**src/sv/u8u16_pkg.sv**
```systemverilog
// Shared types, constants and the Windows-1252 lookup for the UTF-8 to UTF-16 transcoder.
// Used by the decoder front, the job queue, the unit serialiser and the top level.
// No dependencies.
package u8u16_pkg;

  // Sequence length codes held while a multi-byte sequence is pending
  localparam logic [2:0] SeqIdle  = 3'd0;
  localparam logic [2:0] SeqTwo   = 3'd2;
  localparam logic [2:0] SeqThree = 3'd3;
  localparam logic [2:0] SeqFour  = 3'd4;

  // Lead byte limits and second-byte limits
  localparam logic [7:0] LeadMin     = 8'hC2;
  localparam logic [7:0] LeadMax     = 8'hF4;
  localparam logic [7:0] LeadThree   = 8'hE0;
  localparam logic [7:0] LeadFour    = 8'hF0;
  localparam logic [7:0] LeadE0Min   = 8'hA0;
  localparam logic [7:0] LeadF0Min   = 8'h90;
  localparam logic [7:0] LeadF4Max   = 8'h8F;

  // Surrogate construction
  localparam logic [20:0] SuppBase   = 21'h10000;
  localparam logic [15:0] HighSurr   = 16'hD800;
  localparam logic [15:0] LowSurr    = 16'hDC00;

  // Maximum units one byte can cause, and queue depth
  localparam int unsigned MaxUnits   = 4;
  localparam int unsigned QueueDepth = 2;

  // One entry per byte 0x80-0x9F
  localparam logic [15:0] Win1252 [32] = '{
    16'h20ac, 16'h0081, 16'h201a, 16'h0192, 16'h201e, 16'h2026, 16'h2020, 16'h2021,
    16'h02c6, 16'h2030, 16'h0160, 16'h2039, 16'h0152, 16'h008d, 16'h017d, 16'h008f,
    16'h0090, 16'h2018, 16'h2019, 16'h201c, 16'h201d, 16'h2022, 16'h2013, 16'h2014,
    16'h02dc, 16'h2122, 16'h0161, 16'h203a, 16'h0153, 16'h009d, 16'h017e, 16'h0178
  };

  // Units caused by one input byte, in emission order
  typedef struct packed {
    logic [MaxUnits-1:0][15:0] units;
    logic [2:0]                count;
    logic                      eot;
  } job_t;

  // Queue fill status seen by the front
  typedef struct packed {
    logic full;
    logic empty;
  } queue_status_t;

  // Unit for a byte that stands alone
  function automatic logic [15:0] single_unit(input logic [7:0] b);
    logic [15:0] unit;
    if (b[7:5] == 3'b100) begin
      unit = Win1252[b[4:0]];
    end else begin
      unit = {8'h00, b};
    end
    return unit;
  endfunction

endpackage

```
**src/sv/u8u16_front.sv**
```systemverilog
// Decoder front of the UTF-8 to UTF-16 transcoder: accepts bytes, tracks the
// pending sequence and builds one job of up to four code units per byte.
// Depends on u8u16_pkg.
module u8u16_front import u8u16_pkg::*; (
  input  logic          clk_i,
  input  logic          rst_ni,
  input  logic          in_valid_i,
  output logic          in_ready_o,
  input  logic [7:0]    in_byte_i,
  input  logic          in_eot_i,
  input  queue_status_t status_i,
  output logic          push_o,
  output job_t          job_o
);

  logic [7:0]  lead_q, lead_d;
  logic [2:0]  len_q, len_d;
  logic [1:0]  cnt_q, cnt_d;
  logic [7:0]  held_q [2];
  logic [7:0]  held_d [2];
  logic        ok;
  logic        do_fresh;
  logic [2:0]  n;
  logic [20:0] cp;
  logic [20:0] cp_off;
  logic        accept;

  assign in_ready_o = !status_i.full;
  assign accept     = in_valid_i && in_ready_o;
  assign push_o     = accept && (job_o.count != 3'd0);

  // Classify the byte and collect the units it causes
  always_comb begin
    lead_d    = lead_q;
    len_d     = len_q;
    cnt_d     = cnt_q;
    held_d    = held_q;
    job_o     = '0;
    job_o.eot = in_eot_i;
    n         = 3'd0;
    do_fresh  = 1'b0;
    ok        = (in_byte_i[7:6] == 2'b10);
    cp        = '0;
    cp_off    = '0;

    if (len_q == SeqIdle) begin
      do_fresh = 1'b1;
    end else begin
      // Second-byte limits
      if (cnt_q == 2'd0) begin
        if (lead_q == LeadThree && in_byte_i < LeadE0Min) ok = 1'b0;
        if (lead_q == LeadFour && in_byte_i < LeadF0Min) ok = 1'b0;
        if (lead_q == LeadMax && in_byte_i > LeadF4Max) ok = 1'b0;
      end

      if (ok && (({1'b0, cnt_q} + 3'd2) == len_q)) begin
        // Complete sequence: assemble the code point
        case (len_q)
          SeqTwo:   cp = {10'd0, lead_q[4:0], in_byte_i[5:0]};
          SeqThree: cp = {5'd0, lead_q[3:0], held_q[0][5:0], in_byte_i[5:0]};
          default:  cp = {lead_q[2:0], held_q[0][5:0], held_q[1][5:0], in_byte_i[5:0]};
        endcase
        cp_off = cp - SuppBase;
        lead_d = '0;
        len_d  = SeqIdle;
        cnt_d  = '0;
        if (cp < SuppBase) begin
          job_o.units[n[1:0]] = cp[15:0];
          n = n + 3'd1;
        end else begin
          job_o.units[n[1:0]] = HighSurr | {6'd0, cp_off[19:10]};
          n = n + 3'd1;
          job_o.units[n[1:0]] = LowSurr | {6'd0, cp[9:0]};
          n = n + 3'd1;
        end
      end else if (ok && !in_eot_i && cnt_q < 2'd2) begin
        // Hold the continuation byte
        held_d[cnt_q[0]] = in_byte_i;
        cnt_d            = cnt_q + 2'd1;
      end else begin
        // Fall back: lead as itself, replay held bytes, then the byte afresh
        job_o.units[n[1:0]] = {8'h00, lead_q};
        n = n + 3'd1;
        if (cnt_q >= 2'd1) begin
          job_o.units[n[1:0]] = single_unit(held_q[0]);
          n = n + 3'd1;
        end
        if (cnt_q >= 2'd2) begin
          job_o.units[n[1:0]] = single_unit(held_q[1]);
          n = n + 3'd1;
        end
        lead_d   = '0;
        len_d    = SeqIdle;
        cnt_d    = '0;
        do_fresh = 1'b1;
      end
    end

    if (do_fresh) begin
      if (in_byte_i < LeadMin || in_byte_i > LeadMax || in_eot_i) begin
        job_o.units[n[1:0]] = single_unit(in_byte_i);
        n = n + 3'd1;
      end else begin
        // Open a new sequence
        lead_d = in_byte_i;
        cnt_d  = '0;
        if (in_byte_i < LeadThree) begin
          len_d = SeqTwo;
        end else if (in_byte_i < LeadFour) begin
          len_d = SeqThree;
        end else begin
          len_d = SeqFour;
        end
      end
    end

    if (in_eot_i) begin
      lead_d = '0;
      len_d  = SeqIdle;
      cnt_d  = '0;
    end

    job_o.count = n;
  end

  // Advance sequence state on each accepted transaction
  always_ff @(posedge clk_i or negedge rst_ni) begin
    if (!rst_ni) begin
      lead_q <= '0;
      len_q  <= SeqIdle;
      cnt_q  <= '0;
    end else if (accept) begin
      lead_q <= lead_d;
      len_q  <= len_d;
      cnt_q  <= cnt_d;
    end
  end

  // Held continuation bytes carry no reset
  always_ff @(posedge clk_i) begin
    if (accept) begin
      held_q <= held_d;
    end
  end

endmodule

```
**src/sv/u8u16_queue.sv**
```systemverilog
// Two-entry job queue between the decoder front and the unit serialiser.
// Depends on u8u16_pkg.
module u8u16_queue import u8u16_pkg::*; (
  input  logic          clk_i,
  input  logic          rst_ni,
  input  logic          push_i,
  input  job_t          job_i,
  input  logic          pop_i,
  output job_t          job_o,
  output queue_status_t status_o
);

  job_t       mem_q [QueueDepth];
  logic       wr_ptr_q;
  logic       rd_ptr_q;
  logic [1:0] fill_q;
  logic       do_push;
  logic       do_pop;

  assign status_o.full  = (fill_q == 2'(QueueDepth));
  assign status_o.empty = (fill_q == 2'd0);
  assign do_push        = push_i && !status_o.full;
  assign do_pop         = pop_i && !status_o.empty;
  assign job_o          = mem_q[rd_ptr_q];

  // Track pointers and fill level
  always_ff @(posedge clk_i or negedge rst_ni) begin
    if (!rst_ni) begin
      wr_ptr_q <= 1'b0;
      rd_ptr_q <= 1'b0;
      fill_q   <= '0;
    end else begin
      if (do_push) wr_ptr_q <= !wr_ptr_q;
      if (do_pop)  rd_ptr_q <= !rd_ptr_q;
      case ({do_push, do_pop})
        2'b10:   fill_q <= fill_q + 2'd1;
        2'b01:   fill_q <= fill_q - 2'd1;
        default: fill_q <= fill_q;
      endcase
    end
  end

  // Store jobs
  always_ff @(posedge clk_i) begin
    if (do_push) begin
      mem_q[wr_ptr_q] <= job_i;
    end
  end

endmodule

```
**src/sv/u8u16_back.sv**
```systemverilog
// Unit serialiser of the UTF-8 to UTF-16 transcoder: takes jobs from the queue
// and presents their code units one per transaction on the output stream.
// Depends on u8u16_pkg.
module u8u16_back import u8u16_pkg::*; (
  input  logic        clk_i,
  input  logic        rst_ni,
  input  job_t        job_i,
  input  logic        job_valid_i,
  output logic        pop_o,
  output logic        out_valid_o,
  input  logic        out_ready_i,
  output logic [15:0] out_unit_o,
  output logic        out_run_last_o,
  output logic        out_text_last_o
);

  job_t       cur_q;
  logic       valid_q;
  logic [1:0] idx_q;
  logic       last_unit;
  logic       fire;
  logic       advance;

  assign last_unit       = (({1'b0, idx_q} + 3'd1) == cur_q.count);
  assign fire            = valid_q && out_ready_i;
  assign advance         = !valid_q || (fire && last_unit);
  assign pop_o           = advance && job_valid_i;

  assign out_valid_o     = valid_q;
  assign out_unit_o      = cur_q.units[idx_q];
  assign out_run_last_o  = last_unit;
  assign out_text_last_o = last_unit && cur_q.eot;

  // Step through units, load the next job after the last one
  always_ff @(posedge clk_i or negedge rst_ni) begin
    if (!rst_ni) begin
      valid_q <= 1'b0;
      idx_q   <= '0;
    end else if (advance) begin
      valid_q <= job_valid_i;
      idx_q   <= '0;
    end else if (fire) begin
      idx_q   <= idx_q + 2'd1;
    end
  end

  // Hold the current job
  always_ff @(posedge clk_i) begin
    if (pop_o) begin
      cur_q <= job_i;
    end
  end

endmodule

```
**src/sv/utf8_to_utf16_transcoder.sv**
```systemverilog
// Top level of the UTF-8 to UTF-16 transcoder: decoder front, job queue and
// unit serialiser. Depends on u8u16_pkg, u8u16_front, u8u16_queue, u8u16_back.
//
// Usage:
//   Input stream: one UTF-8 byte per transaction in s_axis_tdata[7:0];
//   s_axis_tlast marks the final byte of a text and flushes any pending
//   sequence. Output stream: one UTF-16 code unit per transaction in
//   m_axis_tdata[15:0]; m_axis_tuser marks the last unit caused by an input
//   byte, m_axis_tlast the last unit of the whole text.
//   A byte causes zero to four units (surrogate pairs, or the replay of a
//   broken sequence). A job goes through a queue entry, then the current-job
//   register of the serialiser, before its first unit. Throughput is one byte
//   per cycle while each byte gives at most one unit and the receiver is ready;
//   a byte giving more units holds the output for each, set by that register.
//   A two-entry job queue decouples the sides: while the receiver stalls,
//   input is still taken until the queue fills, then s_axis_tready drops.
//   Reset clears the pending sequence, the queue and the output valid.
module utf8_to_utf16_transcoder import u8u16_pkg::*; (
  input  logic        clk_i,
  input  logic        rst_ni,
  input  logic        s_axis_tvalid,
  output logic        s_axis_tready,
  input  logic [7:0]  s_axis_tdata,   // [7:0] in_byte
  input  logic        s_axis_tlast,   // end_of_text
  output logic        m_axis_tvalid,
  input  logic        m_axis_tready,
  output logic [15:0] m_axis_tdata,   // [15:0] code_unit
  output logic        m_axis_tuser,   // [0] last_of_run
  output logic        m_axis_tlast    // text_done
);

  job_t          front_job;
  job_t          queue_job;
  logic          push;
  logic          pop;
  queue_status_t status;

  // Accept and classify bytes
  u8u16_front u_front (
    .clk_i      (clk_i),
    .rst_ni     (rst_ni),
    .in_valid_i (s_axis_tvalid),
    .in_ready_o (s_axis_tready),
    .in_byte_i  (s_axis_tdata),
    .in_eot_i   (s_axis_tlast),
    .status_i   (status),
    .push_o     (push),
    .job_o      (front_job)
  );

  // Buffer jobs
  u8u16_queue u_queue (
    .clk_i    (clk_i),
    .rst_ni   (rst_ni),
    .push_i   (push),
    .job_i    (front_job),
    .pop_i    (pop),
    .job_o    (queue_job),
    .status_o (status)
  );

  // Emit units
  u8u16_back u_back (
    .clk_i           (clk_i),
    .rst_ni          (rst_ni),
    .job_i           (queue_job),
    .job_valid_i     (!status.empty),
    .pop_o           (pop),
    .out_valid_o     (m_axis_tvalid),
    .out_ready_i     (m_axis_tready),
    .out_unit_o      (m_axis_tdata),
    .out_run_last_o  (m_axis_tuser),
    .out_text_last_o (m_axis_tlast)
  );

  // End of text always falls on the last unit of a run
  a_text_last_ends_run : assert property (@(posedge clk_i) disable iff (!rst_ni)
    m_axis_tvalid && m_axis_tlast |-> m_axis_tuser)
    else $error("text end flagged on a unit that does not end its run");

  // A run that is not finished keeps the output valid
  a_run_continues : assert property (@(posedge clk_i) disable iff (!rst_ni)
    m_axis_tvalid && m_axis_tready && !m_axis_tuser |=> m_axis_tvalid)
    else $error("output dropped in the middle of a run");

  // The front never pushes into a full queue
  a_no_push_when_full : assert property (@(posedge clk_i) disable iff (!rst_ni)
    status.full |-> !push)
    else $error("job pushed into a full queue");

endmodule

```
**config.mk**
```make
export PLATFORM = sky130hd
export DESIGN_NAME = utf8_to_utf16_transcoder
export DESIGN_NICKNAME = d
export VERILOG_FILES = /design/src/sv/u8u16_pkg.sv /design/src/sv/u8u16_front.sv /design/src/sv/u8u16_queue.sv /design/src/sv/u8u16_back.sv /design/src/sv/utf8_to_utf16_transcoder.sv
export SDC_FILE = /design/constraint.sdc
export NUM_CORES = 1
export LEC_CHECK = 0
export ABC_AREA = 1
export BUFFER_PORTS_ARGS = -buffer_cell sky130_fd_sc_hd__buf_4
export CORE_MARGIN = 1.5
export CORE_UTILIZATION = 35
export CTS_CLUSTER_SIZE = 16
export DETAILED_ROUTE_END_ITERATION = 10
export GPL_TIMING_DRIVEN = 0
export PLACE_DENSITY = 0.5
export SLEW_MARGIN = 20
export SYNTH_ARGS = -nofsm -noshare
export SYNTH_HDL_FRONTEND = slang
export SYNTH_SLANG_ARGS = --single-unit
```
**constraint.sdc**
```tcl
create_clock -name clk_i -period 10.7 [get_ports clk_i]
set_clock_uncertainty 0.2 [all_clocks]
set_input_delay 1.605 -clock clk_i [delete_from_list [all_inputs] [get_ports clk_i]]
set_output_delay 1.605 -clock clk_i [all_outputs]
set_load 0.03 [all_outputs]
```
==> metrics.yaml, run 1 <==
syn_to_final_growth_pct: 14.47
hpwl_mm: 22.99
seq_area_frac_synth_pct: 55.20
gp_congestion: 0.9504
yosys.cell_types.count: 48
maxCapViolCount: 0
setup_violations: 0
worstSetupStartpointType: "primary input"
power.density_nw_per_um2: 242.1
initial_utilization_pct: 35.64
cts_tree: "done"
hold_path.class: "flop to flop"
synth_nets: 1129
grt_max_degree: 52
cts_resized: 0
slowest_stage: "nor2_4"
yosys-top-cells-area: "edfxtp_1 50%, nand2_1 7.2%, mux2_2 5.7%"
grt_pass1_vias: 7958
critPathTopFamily: "simple AND/OR/NAND/NOR gates"
required_ps: 10640
path_clk_slew_ps: 70
antenna_left: 0
synth_enable_flop_cells: 178
worstMarginPinSlew_ps: 816.0
cpPeakStageDelay_ps: 540
final-seq-area_um2: 5846
grt_overflow: 0
clock_path_buffers: 2
grtUsageTotal_pct: 20.47
path_cells: "buf_4, buf_4, inv_2, nand2_2, nand2_1, nand2_1, nand3_2, nand3_2, buf_6, nand4_2, nand2_2, inv_2, ha_1, nand3_1, nand2_1, inv_1, nand2_1, nand2_1, nor2_4, buf_12"
dr.pass1.iters: 5
worstSetupPathType: "primary input to flop"
cp-end-kind: "flop"
cts_hold_buf: 0
syn_avg_cell_area_um2: 9.761
crit_arrival_ps: 4450
synth_top_flop_cell: "edfxtp_1"
hold_viol: 0
vias: 8185
io_buffer_count: 32
cpMostUsedCell: "nand2_1"
synthesis.area_um2: 10590
ys_top_cells_by_count: "203 x nand2_1, 178 x edfxtp_1, 128 x nor2_1, 108 x o21ai_0, 86 x inv_1"
antennaDiodeCount: 0
wl_per_cell_um: 20.14
use_met3_pct: 2.706
design.portCount: 33
p_leak_nw: 4.669
cts.sinks: 198
rsz0062_at_grt: "no"
timing.fmax_mhz: 221.6
cts_buffers: 17
synth.most_common_cell: "nand2_1"
crit_path_max_fanout: 23
relSlewSlack_pct: 45.03
die-area_um2: 31310
layout-drive-gt1-share_pct: 14.01
syn_inst: 1085
die_x_um: 176.9
fp.dieH_um: 176.9
insertion_delay_ps: 440
fin_crit_ps: 4513
cts_setup_buffers: 0
layout.nets: 1187
gr-usage-met2_pct: 34.18
async_reset_ff_share_pct: 10.10
met1_usage_pct: 27.89
grt_busiest_layer: "met2"
vias_per_cell: 5.294
slew_violations: 0
root_buffer: "clkbuf_16"
yosys.area.top_type: "edfxtp_1"
drc: 0
totalWireLength_mm: 31.14
core_region_area_um2: 29720
multiInputGateArea_um2: 4210
dp_worst_setup_slack_ps: 5688
drt_iter0_drc: 864
grt_pass1_wl_mm: 47.78
placed_area_um2: 11490
htreeDepth: 4
irDropWorstVdd_mv: 0.1287
period_share_pct: 42.17
synth_top_area_share_pct: 50.47
row_count: 63
tns_ps: 0
ys_warn_count: 0
outcome: "completed"
ys_ff_latch: 198
critPathBufInv: 7
antenna_found_initial: 0
final_cell_area_um2: 12120
worst_slack_ps: 6187
nFillCells: 2872
-- tightest hold or removal path, delay by kind of cell (launching register included) --
kind | cells | cell delay, ps
flip-flops | 1 | 350
AND/OR/NAND/NOR | 2 | 100
-- cell type report --
class / count / area share (%)
buffer: 46 / 1.631
clock buffer: 17 / 3.509
clock inverter: 15 / 1.693
inverter: 98 / 3.055
multi-input combinational: 743 / 34.73
sequential: 198 / 48.22
tap: 390 / 4.025
timing repair buffer: 39 / 3.138
-- metrics by stage --
step	cells	power, mW	hold WS, ps	util (%)
6_report	1546	2.935	273.1	40.79
5_1_grt	1546	3.098	299.7	40.79
4_1_cts	1546	2.962	278.7	40.79
3_5_place_dp	1514	2.269	260.4	38.67
3_3_place_gp	1507	2.234	258.8	38.09
2_1_floorplan	1085	1.867	241.9	-
-- report_power, final --
part	switching [mW]	internal (mW)	total (mW)
Sequential	0.0571	1.11	1.16
Clock	0.333	0.360	0.693
Combinational	0.717	0.361	1.08
Total	1.11	1.83	2.94
-- logic make-up (layout without fill, tap and decap cells) --
| group | Yosys count | after routing | share of synthesized area [%] |
|---|---|---|---|
| AND/OR/NAND/NOR | 417 | 417 | 16.78 |
| AO/OA/AOI/OAI | 233 | 233 | 12.62 |
| adder cells (fa/ha/maj) | 31 | 31 | 3.663 |
| XOR/XNOR | 8 | 8 | 0.6616 |
| multiplexers | 54 | 54 | 5.742 |
| buffers and inverters | 144 | 215 | 5.340 |
| flip-flops | 198 | 198 | 55.20 |
-- registers in the layout, summed over array words and instances (netlist names), 2 cells and up --
| register | cells |
|---|---|
| u_back.cur_q | 54 |
| u_back.idx_q | 2 |
| u_front.cnt_q | 2 |
| u_front.held_q | 16 |
| u_front.lead_q | 8 |
| u_front.len_q | 3 |
| u_queue.fill_q | 2 |
| u_queue.mem_q | 108 |
-- path summary, 6_finish.rpt --
path / end / slack, ps / from / cells past startpoint
max in group asynchronous: u_front.lead_q[0] / 9220 / rst_ni / 1
min in group asynchronous: u_back.idx_q[1] / 840 / rst_ni / 1
setup / recovery: u_queue.mem_q[1][14] / 6190 / s_axis_tdata[4] / 20
hold / removal: u_queue.wr_ptr_q / 270 / u_queue.wr_ptr_q / 2
hold reg to reg: u_queue.wr_ptr_q / 270 / u_queue.wr_ptr_q / 2
setup reg to reg: u_queue.mem_q[1][14] / 6770 / u_front.cnt_q[0] / 20
-- cell usage in the layout, fill, tap and decap left out, types with 5 or more instances in the layout --
cell,n
clkbuf_1,37
nand2_2,5
clkinv_1,6
clkbuf_16,17
dfrtp_1,20
o21ai_1,8
nand2_1,203
inv_2,7
o211ai_1,24
nand3_1,55
buf_2,7
nand4_1,6
a21oi_1,41
edfxtp_1,178
buf_4,33
nor2_1,127
ha_1,31
o21ai_0,108
mux2_2,54
o22ai_1,26
inv_1,85
o221ai_1,8
-- layer usage --
| layer | wire, µm | share of wire (%) |
|---|---|---|
| met1 | 14320 | 46 |
| met2 | 14700 | 47 |
| met3 | 1474 | 4.7 |
| met4 | 639 | 2.1 |
| met5 | 0 | 0 |
Note: power is estimated with default switching activity, not from simulation.
==> inputs of run 2 (changes only) <==
PLACE_DENSITY = 0.52   (was 0.5)
clock period = 3.9 ns   (was 10.7 ns; I/O delays follow)
==> metrics.yaml, run 2 (same netlist as run 1, synthesis figures left out) <==
crit_path_max_fanout: 23  # unchanged
slew_violations: 0  # unchanged
hold_viol: 0  # unchanged
clockPowerShare_pct: 22.2  # -1.4 points
pwr-share-comb_pct: 37.5  # +0.8 points
cpMostUsedCell: "nand2_1"
p_switching_mw: 3.016  # +170%
setup_violations: 0  # unchanged
worstMarginPinSlew_ps: 817.2  # +1.189 ps
cts_tree: "done"
root_buffer: "clkbuf_16"
rsz0062_at_grt: "no"
final_cell_mix: "203 x nand2_1, 178 x edfxtp_1, 127 x nor2_1"
antennaDiodeCount: 0  # unchanged
relSlewSlack_pct: 45.52  # +0.50 points
totalWireLength_mm: 30.10  # -3.3%
row_count: 63  # unchanged
post-route-util_pct: 40.86  # +0.063 points
top_register: "u_queue.mem_q"
syn_to_final_growth_pct: 14.65
grtUsageTotal_pct: 19.90  # -0.57 points
nFillCells: 2915  # +1.5%
drt_iter0_drc: 778  # -10%
fp.dieH_um: 176.9  # unchanged
die-area_um2: 31310  # unchanged
grt_max_degree: 53  # +1.9%
hold_path.class: "primary input to flop"
maxCapViolCount: 0  # unchanged
clock_path_buffers: 2  # unchanged
crit_arrival_ps: 3570  # -880 ps
cpPeakStageDelay_ps: 450  # -90 ps
drc: 0  # unchanged
sw_frac_of_total_pct: 38.00  # +0.31 points
antenna_left: 0  # unchanged
gp_congestion: 0.9125  # -4.0%
initial_utilization_pct: 35.64  # unchanged
path_cells: "inv_1, ha_1, nand2_1, inv_1, nand2_1, nor2_1, nand3_2, nand3_2, buf_6, nand4_2, nand2_2, inv_2, ha_1, nand3_1, nand2_1, inv_1, nand2_1, nand2_1, nor2_4, buf_12, buf_16"
period_share_pct: 92.91
path_clk_slew_ps: 80  # about the same
vias_per_cell: 5.270  # -0.45%
p_leak_nw: 4.670  # about the same
io_buffer_count: 32  # unchanged
largest_reg_flops: 108  # unchanged
design.portCount: 33  # unchanged
critPathBufInv: 7  # unchanged
dr.pass1.iters: 5  # unchanged
irDropWorstVdd_mv: 0.3621  # +180%
timing.fmax_mhz: 276.0
die_x_um: 176.9  # unchanged
whs_ps: 149.4  # -123.7 ps
hpwl_mm: 22.50  # -2.1%
antenna_found_initial: 0  # unchanged
grt_pass1_wl_mm: 46.55  # -2.6%
cts_buffers: 17  # unchanged
power.density_nw_per_um2: 653.7  # +170%
layout-drive-gt1-share_pct: 14.32  # +0.31 points
p_int_mw: 4.921  # +170%
critPathTopFamily: "simple AND/OR/NAND/NOR gates"
worstSetupPathType: "flop to flop"
grt_overflow: 0  # unchanged
core_region_area_um2: 29720  # unchanged
insertion_delay_ps: 440  # about the same
outcome: "completed"
worstSetupStartpointType: "flop"
grt_pass1_vias: 7973  # +0.19%
seqPwrFrac_pct: 40.2  # +0.5 points
htreeDepth: 4  # unchanged
mostFrequentLayoutCell: "nand2_1"
layout.nets: 1190  # +0.25%
cp-end-kind: "flop"
slowest_stage: "dfrtp_1"
cts.sinks: 198  # unchanged
required_ps: 3850  # -6790 ps
vias: 8164  # -0.26%
wl_per_cell_um: 19.43  # -3.5%
fin_crit_ps: 3624
layout_top_registers: "u_queue.mem_q: 108 flops, u_back.cur_q: 54 flops, u_front.held_q: 16 flops"
-- run 2: through the flow --
stage | instance area (µm²) | cells | setup WS (ps) | power, mW | TNS, ps
final | 12140 | 1549 | 276.4 | 7.936 | 0
after detailed placement | 11520 | 1515 | -235.5 | 6.214 | -5123
after floorplan | 10600 | 1085 | 40.64 | 5.116 | 0
after CTS | 12140 | 1549 | 196.0 | 7.995 | 0
after global placement | 11330 | 1507 | -1080 | 6.083 | -118180
after global routing | 12140 | 1549 | 32.43 | 8.361 | 0
-- run 2: worst paths after layout --
kind                            cells after the start             start                  end  slack (ps)
worst max-delay path                               21  u_front.cnt_q[1]  u_queue.mem_q[1][5]         280
worst min-delay path                                1   s_axis_tdata[4]    u_front.held_q[4]         150
worst max register to register                     21  u_front.cnt_q[1]  u_queue.mem_q[1][5]         280
worst min register to register                      2  u_queue.wr_ptr_q     u_queue.wr_ptr_q         280
max in group asynchronous                           2            rst_ni    u_front.lead_q[0]        2880
min in group asynchronous                           2            rst_ni      u_back.idx_q[1]         360
-- run 2: cell type report --
cell class | instances | area [µm²] | area share (%)
well taps | 390 | 488.0 | 4.019
inverters | 98 | 370.4 | 3.050
clock buffers | 17 | 425.4 | 3.504
repair buffers | 42 | 425.4 | 3.504
plain buffers | 46 | 197.7 | 1.628
clock inverters | 15 | 178.9 | 1.474
flip-flops and latches | 198 | 5846 | 48.15
multi-input cells | 743 | 4210 | 34.68
-- run 2: metal layers --
layer / vias up / wire [µm] / global-route usage, %
li1: 3933 / - / -
met1: 3870 / 13960 / 27.53
met2: 304 / 13740 / 31.75
met3: 57 / 1537 / 2.771
met4: 0 / 853 / 7.203
met5: - / 0 / 0
-- run 2: power groups by stage --
| stage | Sequential, mW | Combinational, mW | Clock, mW |
|---|---|---|---|
| 2_1_floorplan | 3.21 | 1.91 | 0 |
| 3_3_place_gp | 3.26 | 2.82 | 0 |
| 3_5_place_dp | 3.24 | 2.97 | 0 |
| 4_1_cts | 3.20 | 3.00 | 1.80 |
| 5_1_grt | 3.24 | 3.25 | 1.87 |
| 6_report | 3.19 | 2.98 | 1.76 |
-- run 2: what timing repair did --
action	4_1_cts	5_1_grt
hold buffers	1	0
resized for setup	0	1
pin swaps	1	0
setup buffers	1	0
setup endpoints to repair	38	17
hold endpoints to repair	20	0
==> inputs of run 3 (changes only) <==
BUFFER_PORTS_ARGS = -buffer_cell sky130_fd_sc_hd__buf_2   (was -buffer_cell sky130_fd_sc_hd__buf_4)
CORE_ASPECT_RATIO = 0.6   (was not set)
==> metrics.yaml, run 3 (same netlist as run 1, synthesis figures left out) <==
outcome: "completed"
vias_per_cell: 5.383  # +2.1%
min-delay-start: "s_axis_tdata[4]"
dr.pass1.iters: 5  # unchanged
largest_reg_flops: 108  # unchanged
p_int_mw: 4.989  # +1.4%
setup_violations: 0  # unchanged
dp_worst_setup_slack_ps: -473.2  # -237.6 ps
p_switching_mw: 3.115  # +3.3%
die-area_um2: 31340  # +0.11%
grt_pass1_wl_mm: 49.18  # +5.6%
wl_per_cell_um: 21.26  # +9.4%
tns_ps: 0  # unchanged
maxCapViolCount: 0  # unchanged
worstReg2RegStart: "u_front.cnt_q[1]"
path_clk_slew_ps: 80  # about the same
grt_pass1_vias: 7735  # -3.0%
cp-end-kind: "flop"
cts_tree: "done"
fp.dieH_um: 137.7  # -22%
gp_congestion: 0.9627  # +5.5%
worstSetupPathType: "flop to flop"
timing.fmax_mhz: 279.5  # +1.3%
gr-usage-met2_pct: 27.02  # -4.7 points
crit_arrival_ps: 3540  # -30 ps
irDropWorstVdd_mv: 0.4279  # +18%
layout-drive-gt1-share_pct: 14.73  # +0.41 points
hpwl_mm: 25.44  # +13%
grt_overflow: 0  # unchanged
grtUsageTotal_pct: 21.91  # +2.0 points
p_leak_nw: 4.674  # about the same
cts.sinks: 198  # unchanged
fin_crit_ps: 3577  # -46.17 ps
root_buffer: "clkbuf_16"
grt_busiest_layer: "met1"
cts_buffers: 17  # unchanged
pwr-share-comb_pct: 37.7  # +0.2 points
final_cell_area_um2: 12150  # about the same
crit_start: "u_front.cnt_q[1]"
drc: 0  # unchanged
initial_utilization_pct: 35.47  # -0.17 points
rrSetupSlack_ps: 320  # +50 ps
rsz0062_at_grt: "no"
die_x_um: 227.6  # +29%
clockPowerShare_pct: 22.7  # +0.5 points
top_register: "u_queue.mem_q"
antenna_found_initial: 1  # +1
required_ps: 3860  # about the same
insertion_delay_ps: 450  # about the same
totalWireLength_mm: 33.35  # +11%
antennaDiodeCount: 0  # unchanged
worst_slack_ps: 322.5  # +46.17 ps
grt_max_degree: 49  # -7.5%
io_buffer_count: 32  # unchanged
worstSetupStartpointType: "flop"
drt_iter0_drc: 1129  # +45%
placed_area_um2: 11470  # -0.43%
vias: 8446  # +3.5%
crit_path_max_fanout: 21  # -8.7%
design.portCount: 33  # unchanged
hold_path.class: "primary input to flop"
syn_to_final_growth_pct: 14.72  # about the same
clock_path_buffers: 2  # unchanged
power.total_mw: 8.104  # +2.1%
relSlewSlack_pct: 41.68  # -3.8 points
hold_viol: 0  # unchanged
layout_top_registers: "u_queue.mem_q: 108 flops, u_back.cur_q: 54 flops, u_front.held_q: 16 flops"
slew_violations: 0  # unchanged
sw_frac_of_total_pct: 38.44  # +0.45 points
final_cell_mix: "202 x nand2_1, 178 x edfxtp_1, 127 x nor2_1"
row_count: 49  # -22%
met1_usage_pct: 36.01  # +8.5 points
htreeDepth: 4  # unchanged
seqPwrFrac_pct: 39.6  # -0.6 points
use_met3_pct: 6.270  # +3.5 points
worstMarginPinSlew_ps: 870.7  # +53.50 ps
layout.nets: 1192  # +0.17%
core_region_area_um2: 29860  # +0.47%
whs_ps: 189.1  # +39.77 ps
antenna_left: 0  # unchanged
period_share_pct: 91.73  # -1.2 points
mostFrequentLayoutCell: "nand2_1"
power.density_nw_per_um2: 667.0  # +2.0%
## run 3: cell types whose count changed in the layout (fill, tap and decap cells not counted), moves of 2 or more
cell / previous run / this run
buf_2: 7 / 39
buf_4: 34 / 3
inv_6: 1 / 4
inv_8: 5 / 2
bufinv_16: 0 / 2
clkinv_8: 5 / 3
dfrtp_1: 20 / 18
dfrtp_2: 0 / 2
## run 3: timing repair
action                                 4_1_cts  5_1_grt
hold buffers                                 1        0
resized for setup                            0        7
setup endpoints to repair                   37      103
pin swaps                                    1        2
buffers inserted                             1        1
endpoints found under the hold margin       20        0
cloned                                       0        1
## run 3: metal layers
layer	wire length (µm)	part of all wire (%)	vias up
li1	-	-	3946
met2	12200	37	390
met1	17490	52	4082
met4	262	0.79	0
met3	3402	10	28
met5	0	0	-
## run 3: worst max-delay path, stage by stage (launching register included)
cell and delay (ps):
dfrtp_2 460, inv_2 130, ha_1 160, nand2_1 50, inv_1 50, nand2_1 70, nor2_1 110, nand3_2 120
nand3_2 120, buf_6 160, nand4_2 130, nand2_4 140, inv_2 40, ha_1 260, nand3_1 100, nand2_1 80
inv_1 40, nand2_1 150, nand2_2 110, nor2_4 190, buf_16 190, buf_16 180
## run 3: final cells by class
class / instances / area, µm²
plain buffers: 46 / 197.7
clock buffers: 18 / 429.2
clock inverters: 14 / 187.7
fillers: 2928 / 17710
inverters: 98 / 372.9
multi-input cells: 743 / 4218
flip-flops and latches: 198 / 5848
well taps: 408 / 510.5
repair buffers: 44 / 385.4
## run 3: worst paths after layout
check,end,depth (start not counted)
worst min register to register,u_queue.wr_ptr_q,2
worst max register to register,u_queue.mem_q[1][40],21
min in group asynchronous,u_back.out_valid_o,2
worst min-delay path,u_front.held_q[4],1
worst max-delay path,u_queue.mem_q[1][40],21
max in group asynchronous,u_front.cnt_q[1],2
## run 3: power by group through the flow
stage                     registers, mW  clock network, mW  logic, mW
after floorplan                    3.21                  0       1.91
after global placement             3.28                  0       2.80
after detailed placement           3.25                  0       2.97
after CTS                          3.21               1.87       2.99
after global routing               3.25               1.94       3.32
final                              3.21               1.84       3.05
## run 3: per-stage QoR
step	instances	utilization, %
floorplan	1085	-
global placement	1525	37.75
detailed placement	1533	38.42
CTS	1567	40.54
global route	1569	40.69
finish	1569	40.69
